===== src/rtl/deqi_pkg.sv =====
// Package for the indexed double-ended queue: request and status codes,
// controller states, the command struct to the cell row and the result struct.
// Depends on nothing; every other file of the block imports it.
package deqi_pkg;

  // Field widths of the stream items.
  localparam int unsigned REQ_W   = 2;
  localparam int unsigned WORD_W  = 32;
  localparam int unsigned INDEX_W = 8;
  localparam int unsigned STAT_W  = 2;
  localparam int unsigned ICOUNT_W = 7;
  localparam int unsigned IN_DATA_W  = 40;
  localparam int unsigned OUT_DATA_W = 40;

  // Default sizes of the store.
  localparam int unsigned DEF_DEPTH      = 64;
  localparam int unsigned DEF_DATA_WIDTH = 32;

  // Request codes.
  localparam logic [REQ_W-1:0] REQ_PUSH_FRONT = 2'd0;
  localparam logic [REQ_W-1:0] REQ_PUSH_BACK  = 2'd1;
  localparam logic [REQ_W-1:0] REQ_READ       = 2'd2;

  // Status codes.
  localparam logic [STAT_W-1:0] STAT_OK    = 2'd0;
  localparam logic [STAT_W-1:0] STAT_FULL  = 2'd1;
  localparam logic [STAT_W-1:0] STAT_RANGE = 2'd2;

  typedef enum logic {
    S_IDLE,
    S_WALK
  } deqi_state_t;

  // Commands broadcast to every cell of the row.
  typedef struct packed {
    logic push_front;
    logic push_back;
    logic load_lanes;
    logic shift_lanes;
  } deqi_cmd_t;

  typedef struct packed {
    logic                empty;
    logic [ICOUNT_W-1:0] count;
    logic [WORD_W-1:0]   data;
    logic [STAT_W-1:0]   status;
  } deqi_res_t;

endpackage


===== src/rtl/deqi_cell.sv =====
// One cell of the queue row: holds one entry and one read-lane word.
// Depends on deqi_pkg for the command struct.
module deqi_cell #(
  parameter int unsigned DATA_WIDTH = deqi_pkg::DEF_DATA_WIDTH,
  parameter int unsigned COUNT_W    = 7,
  parameter int unsigned IDX        = 0
) (
  input  logic                  clk,
  input  deqi_pkg::deqi_cmd_t   cmd,
  input  logic [DATA_WIDTH-1:0] word,
  input  logic [COUNT_W-1:0]    count,
  input  logic [DATA_WIDTH-1:0] prev_entry,
  input  logic [DATA_WIDTH-1:0] next_lane,
  output logic [DATA_WIDTH-1:0] entry,
  output logic [DATA_WIDTH-1:0] lane
);
  import deqi_pkg::*;

  logic at_back;

  // This cell is the first free place behind the last entry.
  assign at_back = (count == COUNT_W'(IDX));

  // Entries move one place back on a push at the front; a push at the back writes the word into the first free cell.
  always_ff @(posedge clk) begin
    if (cmd.push_front) begin
      entry <= prev_entry;
    end else if (cmd.push_back && at_back) begin
      entry <= word;
    end
  end

  // The lane takes a copy of the entries, then shifts towards the front.
  always_ff @(posedge clk) begin
    if (cmd.load_lanes) begin
      lane <= entry;
    end else if (cmd.shift_lanes) begin
      lane <= next_lane;
    end
  end

endmodule


===== src/rtl/deqi_chain.sv =====
// Row of DEPTH queue cells, front entry in cell 0.
// Depends on deqi_pkg and deqi_cell.
module deqi_chain #(
  parameter int unsigned DEPTH      = deqi_pkg::DEF_DEPTH,
  parameter int unsigned DATA_WIDTH = deqi_pkg::DEF_DATA_WIDTH,
  parameter int unsigned COUNT_W    = 7
) (
  input  logic                  clk,
  input  deqi_pkg::deqi_cmd_t   cmd,
  input  logic [DATA_WIDTH-1:0] word,
  input  logic [COUNT_W-1:0]    count,
  output logic [DATA_WIDTH-1:0] lane_head
);
  import deqi_pkg::*;

  logic [DATA_WIDTH-1:0] entry [DEPTH];
  logic [DATA_WIDTH-1:0] lane  [DEPTH];

  for (genvar i = 0; i < DEPTH; i++) begin : g_cell
    logic [DATA_WIDTH-1:0] prev_entry;
    logic [DATA_WIDTH-1:0] next_lane;

    if (i == 0) begin : g_first
      assign prev_entry = word;
    end else begin : g_inner
      assign prev_entry = entry[i-1];
    end

    if (i == DEPTH - 1) begin : g_last
      assign next_lane = '0;
    end else begin : g_body
      assign next_lane = lane[i+1];
    end

    deqi_cell #(
      .DATA_WIDTH(DATA_WIDTH),
      .COUNT_W   (COUNT_W),
      .IDX       (i)
    ) u_cell (
      .clk       (clk),
      .cmd       (cmd),
      .word      (word),
      .count     (count),
      .prev_entry(prev_entry),
      .next_lane (next_lane),
      .entry     (entry[i]),
      .lane      (lane[i])
    );
  end

  assign lane_head = lane[0];

endmodule


===== src/rtl/double_ended_queue_indexed_unit.sv =====
// Top level of the indexed double-ended queue: stream ports, control and
// result registers. Depends on deqi_pkg and deqi_chain.
//
// Usage. Requests arrive as items on the s_ group: s_tuser carries the request
// kind (push at the front, push at the back, read at an index) and s_tdata the
// word and the index. Every request gives exactly one result item on the m_
// group: the status in m_tuser, the read word, the count after the request
// and an empty flag in m_tdata.
// The entries sit in a row of cells with the front entry in cell 0. A push at
// the front moves every entry one cell back; a push at the back writes the
// cell at the current count. Both finish in the cycle of acceptance and the
// result is registered; pushes are taken one per cycle while s_tready is high.
// A read copies the whole row into a lane of registers, which then shifts one
// cell towards the front per cycle; the word is at cell 0 after index shifts.
// Its result is registered when the walk ends, and the next request is
// accepted only once the lane walk is done. A rejected read (index at or
// beyond the count) or a full push answers as fast as a push.
// Reset (rst, synchronous) empties the queue and drops any pending result;
// the stored words are not cleared. When the receiver stalls, one finished
// result waits in the output register and one more in a holding register;
// s_tready is low while the holding register is taken and during a lane walk.
module double_ended_queue_indexed_unit #(
  parameter int unsigned DEPTH      = deqi_pkg::DEF_DEPTH,
  parameter int unsigned DATA_WIDTH = deqi_pkg::DEF_DATA_WIDTH
) (
  input  logic                              clk,
  input  logic                              rst,
  input  logic                              s_tvalid,
  output logic                              s_tready,
  // push_data [31:0], read_index [39:32]
  input  logic [deqi_pkg::IN_DATA_W-1:0]    s_tdata,
  // req_type [1:0]
  input  logic [deqi_pkg::REQ_W-1:0]        s_tuser,
  output logic                              m_tvalid,
  input  logic                              m_tready,
  // read_data [31:0], item_count [38:32], is_empty [39]
  output logic [deqi_pkg::OUT_DATA_W-1:0]   m_tdata,
  // status [1:0]
  output logic [deqi_pkg::STAT_W-1:0]       m_tuser
);
  import deqi_pkg::*;

  localparam int unsigned COUNT_W = $clog2(DEPTH + 1);
  localparam int unsigned CMP_W   = (COUNT_W > INDEX_W) ? COUNT_W : INDEX_W;

  // Request fields.
  logic [REQ_W-1:0]      req_type;
  logic [WORD_W-1:0]     push_data;
  logic [INDEX_W-1:0]    read_index;
  logic [DATA_WIDTH-1:0] word;

  assign req_type   = s_tuser;
  assign push_data  = s_tdata[WORD_W-1:0];
  assign read_index = s_tdata[WORD_W +: INDEX_W];
  assign word       = DATA_WIDTH'(push_data);

  // Control state.
  deqi_state_t          state, state_next;
  logic [COUNT_W-1:0]   count, count_next;
  logic [INDEX_W-1:0]   walk_cnt;
  logic                 accept;
  logic                 full;
  logic                 in_range;

  // Result path.
  deqi_res_t             res, pend, out;
  logic                  res_valid;
  logic                  pend_valid;
  logic                  out_valid;
  logic                  take;
  deqi_cmd_t             cmd;
  logic [DATA_WIDTH-1:0] lane_head;

  assign accept   = s_tvalid && s_tready;
  assign full     = (count == COUNT_W'(DEPTH));
  assign in_range = (CMP_W'(read_index) < CMP_W'(count));
  assign take     = out_valid && m_tready;

  // Next state.
  always_comb begin
    state_next = state;
    case (state)
      S_IDLE: begin
        if (accept && (req_type == REQ_READ) && in_range) begin
          state_next = S_WALK;
        end
      end
      S_WALK: begin
        if (walk_cnt == '0) begin
          state_next = S_IDLE;
        end
      end
      default: state_next = S_IDLE;
    endcase
  end

  // Commands to the row, the new count and the result of this cycle.
  always_comb begin
    s_tready   = 1'b0;
    cmd        = '0;
    count_next = count;
    res_valid  = 1'b0;
    res        = '0;
    case (state)
      S_IDLE: begin
        s_tready = !pend_valid;
        if (accept) begin
          res_valid = 1'b1;
          case (req_type)
            REQ_PUSH_FRONT, REQ_PUSH_BACK: begin
              if (full) begin
                res.status = STAT_FULL;
              end else begin
                cmd.push_front = (req_type == REQ_PUSH_FRONT);
                cmd.push_back  = (req_type == REQ_PUSH_BACK);
                count_next     = count + COUNT_W'(1);
              end
            end
            REQ_READ: begin
              if (in_range) begin
                // The answer comes when the lane walk ends.
                cmd.load_lanes = 1'b1;
                res_valid      = 1'b0;
              end else begin
                res.status = STAT_RANGE;
              end
            end
            default: ;
          endcase
        end
      end
      S_WALK: begin
        if (walk_cnt == '0) begin
          res_valid = 1'b1;
          res.data  = WORD_W'(lane_head);
        end else begin
          cmd.shift_lanes = 1'b1;
        end
      end
      default: ;
    endcase
    res.count = ICOUNT_W'(count_next);
    res.empty = (count_next == '0);
  end

  always_ff @(posedge clk) begin
    if (rst) begin
      state <= S_IDLE;
      count <= '0;
    end else begin
      state <= state_next;
      count <= count_next;
    end
  end

  // Lane walk counter: loaded with the index, counted down while shifting.
  always_ff @(posedge clk) begin
    if (cmd.load_lanes) begin
      walk_cnt <= read_index;
    end else if (cmd.shift_lanes) begin
      walk_cnt <= walk_cnt - INDEX_W'(1);
    end
  end

  // Output register with a holding register behind it.
  always_ff @(posedge clk) begin
    if (rst) begin
      out_valid  <= 1'b0;
      pend_valid <= 1'b0;
    end else if (!out_valid || take) begin
      if (pend_valid) begin
        out        <= pend;
        out_valid  <= 1'b1;
        pend_valid <= 1'b0;
      end else begin
        out       <= res;
        out_valid <= res_valid;
      end
    end else if (res_valid) begin
      pend       <= res;
      pend_valid <= 1'b1;
    end
  end

  assign m_tvalid = out_valid;
  assign m_tdata  = {out.empty, out.count, out.data};
  assign m_tuser  = out.status;

  deqi_chain #(
    .DEPTH     (DEPTH),
    .DATA_WIDTH(DATA_WIDTH),
    .COUNT_W   (COUNT_W)
  ) u_chain (
    .clk      (clk),
    .cmd      (cmd),
    .word     (word),
    .count    (count),
    .lane_head(lane_head)
  );

  // A held result only exists behind a stalled output register.
  a_pend_behind_out: assert property (@(posedge clk) disable iff (rst)
    pend_valid |-> out_valid)
    else $error("holding register full while output register empty");

  // No request is taken during a lane walk.
  a_no_accept_walk: assert property (@(posedge clk) disable iff (rst)
    (state == S_WALK) |-> !s_tready)
    else $error("request accepted during a lane walk");

  // The count never exceeds the store size.
  a_count_bound: assert property (@(posedge clk) disable iff (rst)
    count <= COUNT_W'(DEPTH))
    else $error("entry count beyond depth");

  // A push that is not dropped grows the count by one.
  a_push_grows: assert property (@(posedge clk) disable iff (rst)
    (accept && !full && ((req_type == REQ_PUSH_FRONT) || (req_type == REQ_PUSH_BACK)))
    |=> (count == COUNT_W'($past(count) + COUNT_W'(1))))
    else $error("count did not grow after a push");

  // A walk ends with one result.
  a_walk_result: assert property (@(posedge clk) disable iff (rst)
    ((state == S_WALK) && (walk_cnt == '0)) |=> (out_valid && (state == S_IDLE)))
    else $error("lane walk ended without a result");

endmodule


===== config.mk =====
export PLATFORM = sky130hd
export DESIGN_NAME = double_ended_queue_indexed_unit
export DESIGN_NICKNAME = d
export VERILOG_FILES = /design/src/rtl/deqi_pkg.sv /design/src/rtl/deqi_cell.sv /design/src/rtl/deqi_chain.sv /design/src/rtl/double_ended_queue_indexed_unit.sv
export SDC_FILE = /design/constraint.sdc
export NUM_CORES = 2
export LEC_CHECK = 0
export BUFFER_PORTS_ARGS = -buffer_cell sky130_fd_sc_hd__buf_2
export CAP_MARGIN = 25
export CORE_MARGIN = 2
export CORE_UTILIZATION = 40
export CTS_CLUSTER_SIZE = 30
export DETAILED_ROUTE_END_ITERATION = 10
export SYNTH_ARGS = -nofsm -noshare
export SYNTH_HDL_FRONTEND = slang
export SYNTH_SLANG_ARGS = --single-unit

===== constraint.sdc =====
create_clock -name clk -period 59.9 [get_ports clk]
set_input_delay 2.995 -clock clk [delete_from_list [all_inputs] [get_ports clk]]
set_output_delay 2.995 -clock clk [all_outputs]
set_load 0.03 [all_outputs]

== Yosys cells after proc, flatten, opt, wreduce, memory -nomap -nowiden ==
Index checks and enable logic that the tools add are counted.

* $add $sub $neg: 2
* Magnitude comparators: 1
* Equal/unequal tests: 66
* Mux-type cells: 287
* Bitwise gates (word level): 3
* Reductions and logical operators: 144

{| class="wikitable"
|+ Operator list
! cell !! number
|-
| $mux W32 || 258
|-
| $eq A7 B6 Y1 const B || 32
|-
| $reduce_bool A2 Y1 || 65
|-
| $eq A7 B5 Y1 const B || 16
|-
| $logic_and A1 B1 Y1 || 68
|-
| $eq A7 B4 Y1 const B || 8
|-
| $mux W42 || 1
|-
| $eq A7 B3 Y1 const B || 4
|-
| $mux W7 || 4
|-
| $mux W8 || 2
|-
| $eq A7 B2 Y1 const B || 2
|-
| $logic_not A7 Y1 || 2
|-
| $mux W1 || 12
|-
| $mux W2 || 5
|-
| $logic_not A8 Y1 || 1
|-
| $lt A8 B7 Y1 || 1
|-
| $sub A8 B1 Y8 const B || 1
|-
| $add A7 B1 Y7 const B || 1
|-
| $eq A7 B1 Y1 const B || 1
|-
| $eq A7 B7 Y1 const B || 1
|-
| $mux W3 || 2
|-
| $pmux W1 S2 || 2
|-
| $pmux W2 S2 || 1
|-
| $reduce_or A2 Y1 || 2
|-
| 8 further kinds || 11
|}

* Flip-flop bits (word level): 4,198
* Input bits: 46
* Output and inout port bits: 44

== Logic depth before layout (Yosys ltp) ==
* Depth in word-level cells: 8
* Depth in mapped cells: 11
* Mapped depth without buffers: 7

== Modules after synthesis ==
From an unflattened synthesis, not the netlist that was laid out.

* Cells, all modules: 9,267
* Area total of the unflattened synthesis: 198,454.1 sq um

{| class="wikitable"
|+ Modules (own cells, without submodules)
! module !! times used !! cells each !! area each (sq um)
|-
| deqi_cell (u_chain.g_cell[10].u_cell ...) || 24 || 140 || 3,035.4
|-
| deqi_cell (u_chain.g_cell[11].u_cell ...) || 18 || 140 || 3,034.2
|-
| deqi_cell (u_chain.g_cell[21].u_cell ...) || 8 || 140 || 3,036.7
|-
| deqi_cell (u_chain.g_cell[16].u_cell ...) || 8 || 140 || 3,032.9
|-
| deqi_cell (u_chain.g_cell[0].u_cell ...) || 5 || 140 || 3,031.7
|-
| double_ended_queue_indexed_unit || 1 || 306 || 4,524.3
|-
| deqi_cell (u_chain.g_cell[15].u_cell) || 1 || 140 || 2,746.4
|-
| deqi_chain || 1 || 1 || 3.8
|}

== Worst setup path before layout ==
No wires, ideal clock.

* Path kind: input to register
* Start: input port s_tdata[35] in the netlist's numbering
* End: register u_chain.g_cell[0].u_cell.lane[0], enable pin
* Arrival time: 37.329 ns
* Required time: 46.024 ns
* Slack: 8.695 ns
* Stages on the path: 9
* Path buffers: 4
* Cells stage by stage: ha_1 nand2_1 o21ai_0 a21o_1 buf_2 buf_6 buf_6 buf_6 nand2_1

* Cells in the longest elaborated chain, start to end: 6

{| class="wikitable"
|+ Ends and longest elaborated chain
! element !! RTL line !! RTL
|-
| start: declaration || double_ended_queue_indexed_unit.sv:31 || <nowiki>input logic [deqi_pkg::IN_DATA_W-1:0] s_tdata,</nowiki>
|-
| $lt A8 B7 Y1 || double_ended_queue_indexed_unit.sv:76 || <nowiki>assign in_range = (CMP_W'(read_index) < CMP_W'(count));</nowiki>
|-
| $mux W1 || double_ended_queue_indexed_unit.sv:120 || <nowiki>if (in_range) begin</nowiki>
|-
| $mux W1 || double_ended_queue_indexed_unit.sv:109 || <nowiki>case (req_type)</nowiki>
|-
| $mux W3 || double_ended_queue_indexed_unit.sv:107 || <nowiki>if (accept) begin</nowiki>
|-
| $mux W3 || double_ended_queue_indexed_unit.sv:104 || <nowiki>case (state)</nowiki>
|-
| $reduce_bool A2 Y1 (no line) || -- ||
|-
| end signal: assignment || deqi_cell.sv:36 || <nowiki>lane <= entry;</nowiki>
|-
| end signal: assignment || deqi_cell.sv:38 || <nowiki>lane <= next_lane;</nowiki>
|-
| end: declaration || deqi_cell.sv:15 || <nowiki>output logic [DATA_WIDTH-1:0] lane</nowiki>
|}

Every way passes these cells.
A chain may end at the register's enable or synchronous reset.

== Final worst setup path ==
* Start: input port s_tuser[0] in the netlist's numbering
* End: register u_chain.g_cell[32].u_cell.lane[18], enable pin

* Cells in the longest elaborated chain, start to end: 5

{| class="wikitable"
|+ Ends and longest elaborated chain
! element !! RTL line !! RTL
|-
| start: declaration || double_ended_queue_indexed_unit.sv:33 || <nowiki>input logic [deqi_pkg::REQ_W-1:0] s_tuser,</nowiki>
|-
| $eq A2 B2 Y1 || double_ended_queue_indexed_unit.sv:109 ||
|-
| $mux W1 || double_ended_queue_indexed_unit.sv:109 ||
|-
| $mux W3 || double_ended_queue_indexed_unit.sv:107 ||
|-
| $mux W3 || double_ended_queue_indexed_unit.sv:104 ||
|-
| $reduce_bool A2 Y1 (no line) || -- ||
|-
| end signal: assignment || deqi_cell.sv:36 ||
|-
| end signal: assignment || deqi_cell.sv:38 ||
|-
| end: declaration || deqi_cell.sv:15 ||
|}

Every way passes these cells.

==> flow_summary.ini <==
[yosys]
synthesis.area_um2 = 176000
synth_edf_count = 4188
syn_inst = 9317
syn_avg_cell_area_um2 = 18.9
synthArstFlopShare_pct = 0
yosys_warnings = 0
ys_seq_area_share_pct = 71.5
syn_nets = 9374
yosys_most_used_dff = edfxtp_1
ys_ff_latch = 4198
synth_cell_type_count = 48

[timing]
hold_violations = 0
fin_setup_tns_ps = 0
drv_slew = 0
min_period_over_period_pct = 15.3
max_freq_mhz = 109
final.setup_skew_ps = 93.9
tightest_slew_ps = 1240
rsz0062_at_grt = no
setup_violations = 0
min_period_ps = 9150
relSlewSlack_pct = 17.1

[cts]
postCtsSetupRepairBufs = 0
cts_buffer_depth = 4
cts_buffers = 431
cts_sinks = 4198
clockRootBuffer = clkbuf_16
worstSkewPairLatency_ps = 1000
ctsHoldBuffers = 0
cts_resized = 0
clk_pin_slew_ps = 60
cts_tree = done
htreeDepth = 5

[pwr]
powerDensity_nw_per_um2 = 32.1
ir_drop_uv = 25.8
power.static_leakage_nw = 78.3

[worst_setup_path]
crit_arrival_ps = 9760
worstPathRequired_ps = 60510
cpPeakStageDelay_ps = 900
path_cells = buf_2 -> buf_4 -> nand2b_4 -> nand2b_1 -> a2111o_1 -> a21o_4 -> nand2_4 -> buf_4 -> buf_4 -> buf_4 -> buf_4 -> buf_4 -> buf_16
critPathSlowestCell = buf_4
crit_path_start_kind = primary input
crit_type = primary input to flip-flop
cp_common_cell = buf_4
crit_path_end_kind = flip-flop
worst-path-max-fanout = 73

[routing]
vias_per_cell = 5.34
drtPass1Iterations = 5
drt-total-wl_mm = 372
drt_iter0_markers = 6354
drc = 0
vias = 83151
ant_nets = 0
wl_per_cell_um = 23.9

[global_route]
grt_usage_pct = 16.2
grt_max_degree = 175
grt_pass1_wl_mm = 567
grt_overflow = 0
grt_pass1_vias = 89096
antenna_found_initial = 10

[worst_hold_path]
hold_path.class = flip-flop to flip-flop

[die]
ios = 90
core_region_area_um2 = 438000
die_h_um = 668
fp-row-count = 243
die-area_um2 = 446000
start_util_pct = 40.2
die_w_um = 668

[place]
post-place-cells = 14770
place_congestion = 0.774
port-buffer-count = 89
dp_hpwl_mm = 207

[cells_and_area]
syn_to_final_growth_pct = 11.1
final_cell_count_no_fill = 15574
layout_common_cells = 4188 x edfxtp_1, 2018 x a21o_1, 1357 x mux2_4, 700 x mux2_2, 433 x clkbuf_16
nNetsFinal = 9390
drive_above_1_share_pct = 31.6
layout_commonest_cell = edfxtp_1

[job]
max-cap-violations = 0

[status]
status = finished, final reports clean
synth_stat cells (all sizes together), types with 2 or more instances:
master	count	share of area [%]
edfxtp	4188	71
mux2	2061	16
a21o	2019	8.6
buf	503	2.3
clkbuf	209	0.45
and2	97	0.36
o21ai	48	0.14
a21oi	30	0.085
nand2	29	0.062
nand3	20	0.057
nor2	19	0.045
inv	13	0.028
ha	11	0.078
dfxtp	10	0.11
nor3	10	0.028
xnor2	8	0.040
nor2b	7	0.025
xor2	5	0.025
nor4	4	0.014
nand2b	3	0.015
a211oi	2	0.0085
a31oi	2	0.0071
nand4	2	0.0071
nor3b	2	0.011
o31ai	2	0.0085
or2	2	0.0071
or3b	2	0.0099
report_power, final:
| part | total, mW | switching, mW | internal [mW] |
|---|---|---|---|
| registers | 3.35 | 0.0338 | 3.32 |
| logic | 0.292 | 0.178 | 0.114 |
| clock network | 2.64 | 1.15 | 1.49 |
| total | 6.28 | 1.36 | 4.92 |
metal layers:
layer / share of wire [%] / vias up / global-route usage (%)
li1: - / 36374 / -
met4: 2.2 / 0 / 3.91
met1: 46 / 44811 / 22.8
met3: 3.5 / 488 / 1.91
met2: 48 / 1478 / 26.8
met5: 0 / - / 0
through the flow:
stage	util (%)	hold slack (ps)	power, mW	cell area (µm²)	worst slack [ps]
2_1_floorplan	-	497	3.70	176000	8700
3_3_place_gp	41.4	506	3.70	182000	49620
3_5_place_dp	41.4	505	3.71	182000	49510
5_1_grt	44.6	503	6.48	196000	50340
4_1_cts	44.6	473	6.35	195000	50560
6_report	44.6	483	6.28	196000	50750
cell type report:
cell class                 instances  area, µm²
timing repair buffer             295       2420
fill                           37451     243000
sequential                      4198     126000
clock buffer                     521      11200
antenna                            8       20.0
clock inverter                   265       2500
inverter                          13       48.8
multi-input combinational       4394      46200
tap                             5880       7360
worst paths after layout:
check	from	end	slack, ps	depth (start not counted)
min	u_chain.g_cell[45].u_cell.entry[28]	u_chain.g_cell[46].u_cell.entry[28]	480	1
max	s_tuser[0]	u_chain.g_cell[32].u_cell.lane[18]	50750	13
max reg2reg	count[4]	u_chain.g_cell[32].u_cell.lane[18]	52140	12
min reg2reg	u_chain.g_cell[45].u_cell.entry[28]	u_chain.g_cell[46].u_cell.entry[28]	480	1
logic make-up (layout without fill, tap and decap cells):
group                    count (synthesis)  in the layout  synth area share (%)
adder cells (fa/ha/maj)                 11             11                0.0781
XOR/XNOR                                13             13                0.0646
flip-flops                            4198           4198                  71.5
multiplexers                          2061           2061                  16.1
buffers and inverters                  725           1094                  2.77
other                                    0              8                     0
AO/OA/AOI/OAI                         2107           2107                  8.87
AND/OR/NAND/NOR                        202            202                 0.672
critical path: cells and delay by family:
family	cells	cell delay [ps]
buffers and inverters	8	4350
AO/OA/AOI/OAI	2	930
AND/OR/NAND/NOR	3	1260
registers in the layout, summed over array words and instances, names as in the netlist:
| signal | flops |
|---|---|
| count | 7 |
| pend | 42 |
| m_tuser | 2 |
| m_tdata | 40 |
| pend_valid | 1 |
| m_tvalid | 1 |
| walk_cnt | 8 |
| state | 1 |
| u_chain.g_cell.u_cell.entry | 2048 |
| u_chain.g_cell.u_cell.lane | 2048 |
No activity file was read; power rests on OpenSTA's default activity.
